[config.mk]
export PLATFORM = sky130hd
export DESIGN_NAME = rcbt_ram
export DESIGN_NICKNAME = d
export VERILOG_FILES = /design/src/hw/rtl/rcbt_ram.sv
export SDC_FILE = /design/constraint.sdc
export NUM_CORES = 1
export LEC_CHECK = 0
export BUFFER_PORTS_ARGS = -buffer_cell sky130_fd_sc_hd__buf_2
export CAP_MARGIN = 20
export CORE_UTILIZATION = 35
export CTS_CLUSTER_SIZE = 24
export DETAILED_ROUTE_END_ITERATION = 10
export MAX_ROUTING_LAYER = met4
export SLEW_MARGIN = 20
export SYNTH_ARGS = -nofsm -noshare
export SYNTH_HDL_FRONTEND = slang
export SYNTH_SLANG_ARGS = --single-unit
[constraint.sdc]
create_clock -name clk -period 2.7 [get_ports clk]
set_input_delay 0.27 -clock clk [delete_from_list [all_inputs] [get_ports clk]]
set_output_delay 0.27 -clock clk [all_outputs]
set_load 0.1 [all_outputs]
[src/hw/rtl/rcbt_ram.sv]
// generic single write port ram with registered read
module rcbt_ram #(
    parameter int WIDTH = 8,
    parameter int DEPTH = 32
) (
    input  logic                     clk,
    input  logic                     we,
    input  logic [$clog2(DEPTH)-1:0] waddr,
    input  logic [WIDTH-1:0]         wdata,
    input  logic [$clog2(DEPTH)-1:0] raddr,
    output logic [WIDTH-1:0]         rdata
);

    logic [WIDTH-1:0] mem [DEPTH];

    always_ff @(posedge clk)
    begin
        if (we)
        begin
            mem[waddr] <= wdata;
        end
        rdata <= mem[raddr];
    end

endmodule

After elaboration in Yosys (flattened, before gate mapping)
Memories as Yosys holds them, arrays and structs flattened. A register that Yosys moved wholly into a read port is not among the register bits.
Index checks and enable logic that the tools add are counted.
{"block": "totals", "latch_bits": 0, "in_bits": 20, "mem_bits_ro": 0, "out_inout_bits": 8, "ramBits": 256, "elab_cells": 3, "memories": 1, "register_bits": 0}
{"block": "op_classes", "add_sub_neg": 0, "shift": 0, "eq_ne": 0, "multipliers": 0, "reduce_logical": 0, "muxes": 2, "magnitude_cmp": 0, "div_mod_pow": 0, "n_bitwise": 0}
{"memory": "mem", "depth": 32, "word_bits": 8, "read_ports": 1, "rd_ports_with_merged_regs": 1, "write_ports": 1, "line": "14", "source": "logic [WIDTH-1:0] mem [DEPTH];"}
{"operator": "1-bit two-way mux", "count": 2}

Depth between registers and ports, before layout
Gate-level depths: netlist of run 1.
{"block": "logic_depth", "ltp_word": 2, "ltp_mapped": 5, "ltp_nobuf": 3}

Worst setup path after synthesis of run 1
No wires, ideal clock.
{"block": "synth_path", "path_type": "input to register", "start": "input raddr[2]", "end": "register rdata[0], read port of mem", "path_buffers": 2, "path_slack_ns": 0.628, "setup_time_ns": 0.121, "required_time_ns": 2.579, "arrival_ns": 1.952, "cell_stages": 5, "cell_sequence": "clkbuf_1 -> clkbuf_1 -> mux4_2 -> mux4_2 -> mux2_2"}
{"element": "start, declared", "line": "10", "source": "input logic [$clog2(DEPTH)-1:0] raddr,"}
{"element": "end, declared", "line": "11", "source": "output logic [WIDTH-1:0] rdata"}

==> qor.yml, run 1 <==
drcViolationCount: 0
timing.rr.start: "mem[29][5]"
grt_max_degree: 65
placed_area_mm2: 0.0109
die_w_um: 171
drv_cap: 0
final_nets: 505
port_buffers: 27
status: "completed"
initialDrtViolationCount: 359
place_ws_ns: 0.406
busiest_layer: "met2"
std_cell_rows: 61
power_per_cell_area_mw_per_mm2: 714
routed_via_density: 5.06
dr.pass1.iters: 6
finalSetupTns_ns: 0
drive_gt1_share_pct: 37.4
gp_congestion: 0.722
rr_endpoint: "rdata[5]"
hold_viol_final: 0
met3_usage_pct: 2.12
cp-start-kind: "flip-flop"
yosysUniqueCellTypes: 15
numCtsBuffers: 25
syn-cell-area_mm2: 0.0101
syn_nets: 437
grt_first_pass_wirelength_um: 30900
path_max_fanout: 1
p_leak_nw: 3.62
crit_arrival_ns: 2.21
clock.fmax_mhz: 556
start_util_pct: 35.9
synth_top_area_share_pct: 76.5
holdWs_ns: 0.242
synth_top_area_cell: "edfxtp_1"
cts_root_buf: "clkbuf_16"
yosys_register_bits: 264
use_met2_pct: 24.2
cts.clk_slew.worst_paths_ns: 0.07
peakVddDrop_v: 0.000405
die-area_mm2: 0.0294
reg2reg_depth: 3
r2r_slack_ns: 0.90
holdCritPathClass: "in2reg"
diodes: 0
postSynthAreaPerCell_um2: 24.1
die_h_um: 171
fin_cells: 881
required_ns: 3.11
totalPowerFinal_mw: 8.27
cts_setup_buffers: 0
synthCells: 417
core_area_mm2: 0.0280
drt_wl_total_um: 20900
stdcell_area_mm2: 0.0116
grt_antenna_before_repair: 0
period_needed_ns: 1.80
rsz0062_at_grt: "no"
grt_usage_pct: 15.3
io_pins: 28
routedWlPerCell_um: 23.8
setup_viol: 0
slew_headroom_pct: 41.2
cts_max_level: 1
utilization_pct: 41.3
tightest_slew_ns: 0.878
setup_ws_ns: 0.901
fin_skew_ns: 0.00951
period_share_pct: 66.6
clk_latency_ns: 0.52
dr_total_vias: 4459
min-delay-start: "raddr[3]"
area_growth_pct: 15.1
holdBufCountCts: 0
ant_nets: 0
dp.cells: 836
cts_resized: 0
report.final.slew_viol_count: 0
hold_depth: 2
ys_top_cells_by_area: "edfxtp_1 (76%), mux4_2 (18%), dfxtp_1 (1.6%)"
hold_path_end: "rdata[5]"
synth_warnings: 0
cts_tree: "yes"
grt_pass1_vias: 4561
clock_sinks: 264
cts.path.max_buffers: 3
worstSetupPathType: "reg2reg"
yosysSeqAreaShare_pct: 78.1
grt-ovfl-total: 0
end_kind: "flip-flop"
gr-usage-met1_pct: 21.1
post-dp-hpwl_um: 13100
==> kinds of logic after synthesis <==
family        share of synthesized area (%)
flops                                  78.1
mux                                    18.8
simple gates                           2.07
buf+inv                                1.06
==> critical path, stage by stage, from the launching register on <==
cell	delay (ns)
edfxtp_1	0.36
mux4_2	0.52
mux4_2	0.53
mux2_2	0.28
==> Yosys cell counts <==
cell	n
or3_1	1
nand3_1	2
or3b_2	3
nand3b_1	5
dfxtp_1	8
clkbuf_1	6
edfxtp_1	256
nor2_1	33
nand2_1	1
buf_2	1
buf_6	1
mux2_2	8
mux4_2	80
buf_4	6
buf_1	6
==> power breakdown <==
part	switching (mW)	total (mW)	leakage (nW)	internal (mW)
clock	1.44	3.13	0.353	1.69
sequential	0.0292	4.59	2.37	4.56
combinational	0.359	0.550	0.895	0.192
total	1.83	8.27	3.62	6.44
==> cells in the final DEF (no fill, tap or decap) <==
cell type	synthesis	final
edfxtp_1	256	256
mux4_2	80	80
nor2_1	33	33
buf_4	6	32
buf_2	1	26
clkbuf_16	0	25
mux2_2	8	8
clkinv_2	0	8
dfxtp_1	8	8
clkinv_1	0	7
nand3b_1	5	5
or3b_2	3	3
clkinvlp_4	0	3
buf_12	0	3
nand3_1	2	2
clkbuf_1	6	2
nand2_1	1	1
or3_1	1	1
==> area by class of cell <==
class	count	area [um^2]
flip-flops and latches	264	7850
repair buffers	61	430
clock buffers	27	633
fillers	2425	16400
well taps	378	473
clock inverters	18	88.8
multi-input cells	133	2100
==> flip-flops by register name, indices dropped and copies added (netlist names) <==
name and cells:
mem 256, rdata 8
==> worst max path at each step <==
stage | cells after the start | startpoint | slack, ns | end
floorplan | 5 | raddr[2] | 0.63 | rdata[0]
global placement | 5 | raddr[0] | 0.40 | rdata[3]
detailed placement | 5 | raddr[0] | 0.41 | rdata[3]
CTS | 3 | mem[12][3] | 0.89 | rdata[3]
global route | 3 | mem[13][1] | 0.84 | rdata[1]
finish | 3 | mem[29][5] | 0.90 | rdata[5]
==> per-layer routing <==
layer	share of wire, %	vias to the layer above	routed length, um
li1	-	1911	-
met1	45	2413	9390
met2	49	99	10200
met3	4.8	36	1000
met4	1.8	0	369
met5	0	-	0
Note: power is estimated with default switching activity, not from simulation.
==> run 2, diff against run 1 <==
- ABC_AREA: default -> 1
- clock period: 2.7 -> 1.5 ns (I/O delays scaled with it)
==> run 2 against run 1 <==
- core utilization is 0.62 points higher
- register-to-register slack worse by 0.58 ns
- largest power group unchanged
- combinational power is 140% higher
- critical path type is now reg2out
==> qor.yml, run 2 <==
final_nets: 1012
end_kind: "output pin"
gp_congestion: 0.853
timing.rr.start: "mem[29][5]"
slowest_stage: "buf_2"
io_pins: 28
synth_warnings: 0
top_regs: "mem: 256 flops, rdata: 8 flops"
critical_path.startpoint: "rdata[7]"
grt_first_pass_wirelength_um: 41100
rsz0062_at_grt: "no"
std_cell_rows: 63
dr.pass1.iters: 5
diodes: 0
fin_cells: 1399
status: "completed"
path_max_fanout: 1
grt_antenna_before_repair: 0
synth_edf_count: 256
initialDrtViolationCount: 725
die-area_mm2: 0.0315
power_per_cell_area_mw_per_mm2: 1260
clock.fmax_mhz: 682
yosysSeqAreaShare_pct: 72.8
p_leak_nw: 4.69
crit_chain: "buf_2"
cts.clk_slew.worst_paths_ns: 0.06
async_flop_share_pct: 0
r2r_slack_ns: 0.32
slew_headroom_pct: 56.8
grt-ovfl-total: 0
ys_top_cells_by_area: "edfxtp_1 (71%), nand2_1 (13%), nand3_1 (9.5%)"
period_needed_ns: 1.47
syn_nets: 942
cts_root_buf: "clkbuf_16"
tightest_slew_ns: 0.648
core_area_mm2: 0.0300
crit_arrival_ns: 1.32
crit_family: "buffers and inverters"
port_buffers: 27
fin_skew_ns: 0.0191
dp.cells: 1351
clock_sinks: 264
stdcell_area_mm2: 0.0126
hold_viol_final: 0
synthCells: 922
setup_viol: 0
yosysUniqueCellTypes: 12
synth_common_cells: "nand2_1 (360), edfxtp_1 (256), nand3_1 (204), nor2_1 (32), buf_6 (24)"
max_stage_delay_ns: 0.44
cts_setup_buffers: 0
grt_usage_pct: 17.9
syn-cell-area_mm2: 0.0108
required_ns: 1.35
area_growth_pct: 16.4
placed_area_mm2: 0.0117
utilization_pct: 41.9
routed_via_density: 5.06
fill_cells: 2802
grt_max_degree: 66
start_util_pct: 36.0
ant_nets: 0
report.final.slew_viol_count: 0
top_register: "mem"
post-synth-top-count-cell: "nand2_1"
cts.path.max_buffers: 3
layout_common_cells: "nand2_1 (360), edfxtp_1 (256), nand3_1 (204), buf_4 (50), nor2_1 (32)"
synth_top_area_cell: "edfxtp_1"
min-delay-start: "wdata[6]"
final_common_cell: "nand2_1"
cts_max_level: 1
finalSetupTns_ns: 0
dr_total_vias: 7082
largest_reg_flops: 256
die_h_um: 178
numCtsBuffers: 28
grt_pass1_vias: 6763
worstSetupPathType: "reg2out"
path_buf_inv: 1
drt_wl_total_um: 26400
peakVddDrop_v: 0.000740
cts_tree: "yes"
postSynthAreaPerCell_um2: 11.7
drcViolationCount: 0
yosys_register_bits: 264
cp-start-kind: "flip-flop"
holdWs_ns: 0.0244
clk_latency_ns: 0.55
yosys_most_used_dff: "edfxtp_1"
drv_cap: 0
holdCritPathClass: "in2reg"
post-dp-hpwl_um: 16200
period_share_pct: 97.8
routedWlPerCell_um: 18.9
synth_top_area_share_pct: 71.3
die_w_um: 178
drive_gt1_share_pct: 12.4
==> run 2: changes by cell type after synthesis, moves of 3 or more <==
cell / previous run / this run
buf_6: 1 / 24
nand3b_1: 5 / 0
nand3_1: 2 / 204
buf_2: 1 / 15
mux4_2: 80 / 0
buf_1: 6 / 2
inv_1: 0 / 8
mux2_2: 8 / 0
nand2_1: 1 / 360
or3b_2: 3 / 0
==> run 2: stage by stage <==
stage,worst slack [ns],power (mW)
after floorplan,0.316,9.16
after global placement,0.0134,9.68
after detailed placement,-0.0187,9.68
after CTS,0.0146,15.9
after global routing,0.0129,16.3
final,0.0336,15.8
==> run 2: cell type report <==
class	count	area (um^2)	area share, %
Clock buffer	34	723	5.76
Clock inverter	13	92.6	0.737
Inverter	10	38.8	0.309
Multi-Input combinational cell	596	2490	19.8
Sequential cell	264	7850	62.5
Tap cell	390	488	3.88
Timing Repair Buffer	92	878	6.99
==> run 2: power by group <==
group | internal, mW | switching (mW)
clock | 3.56 | 2.68
sequential | 8.20 | 0.0361
combinational | 0.361 | 0.938
total | 12.1 | 3.65
==> run 2: logic make-up (layout without fill, tap and decap cells) <==
logic type	Yosys count	count (layout)	synth area share [%]
buf+inv	62	149	4.14
flops	264	264	72.8
simple gates	596	596	23.1
==> run 2: timing repair <==
item | 4_1_cts | 5_1_grt
hold buffers | 1 | 0
pin swaps | 0 | 0
resized for setup | 4 | 1
cloned | 0 | 0
setup endpoints to repair | 4 | 1
hold endpoints to repair | 8 | 0
==> run 2: routing by layer <==
metal  global-route usage (%)  share of wire [%]
met1                     25.4                 46
met5                        -                  0
met3                     1.95                6.8
met2                     27.1                 45
met4                     5.13                2.2
==> run 2: worst reg2reg max path, stage by stage, from the launching register on <==
cell and delay (ns):
edfxtp_1 0.36, nand2_1 0.07, nand3_1 0.08, nand3_1 0.13
nand2_1 0.14, nand2_1 0.12, nand2_1 0.06, nand2_1 0.05
nand2_1 0.06
==> run 2: path summary, 6_finish.rpt <==
| path | endpoint | cells past startpoint |
|---|---|---|
| setup reg to reg | rdata[5] | 8 |
| hold reg to reg | rdata[1] | 8 |
| setup / recovery | rdata[7] | 1 |
| hold / removal | mem[29][6] | 2 |
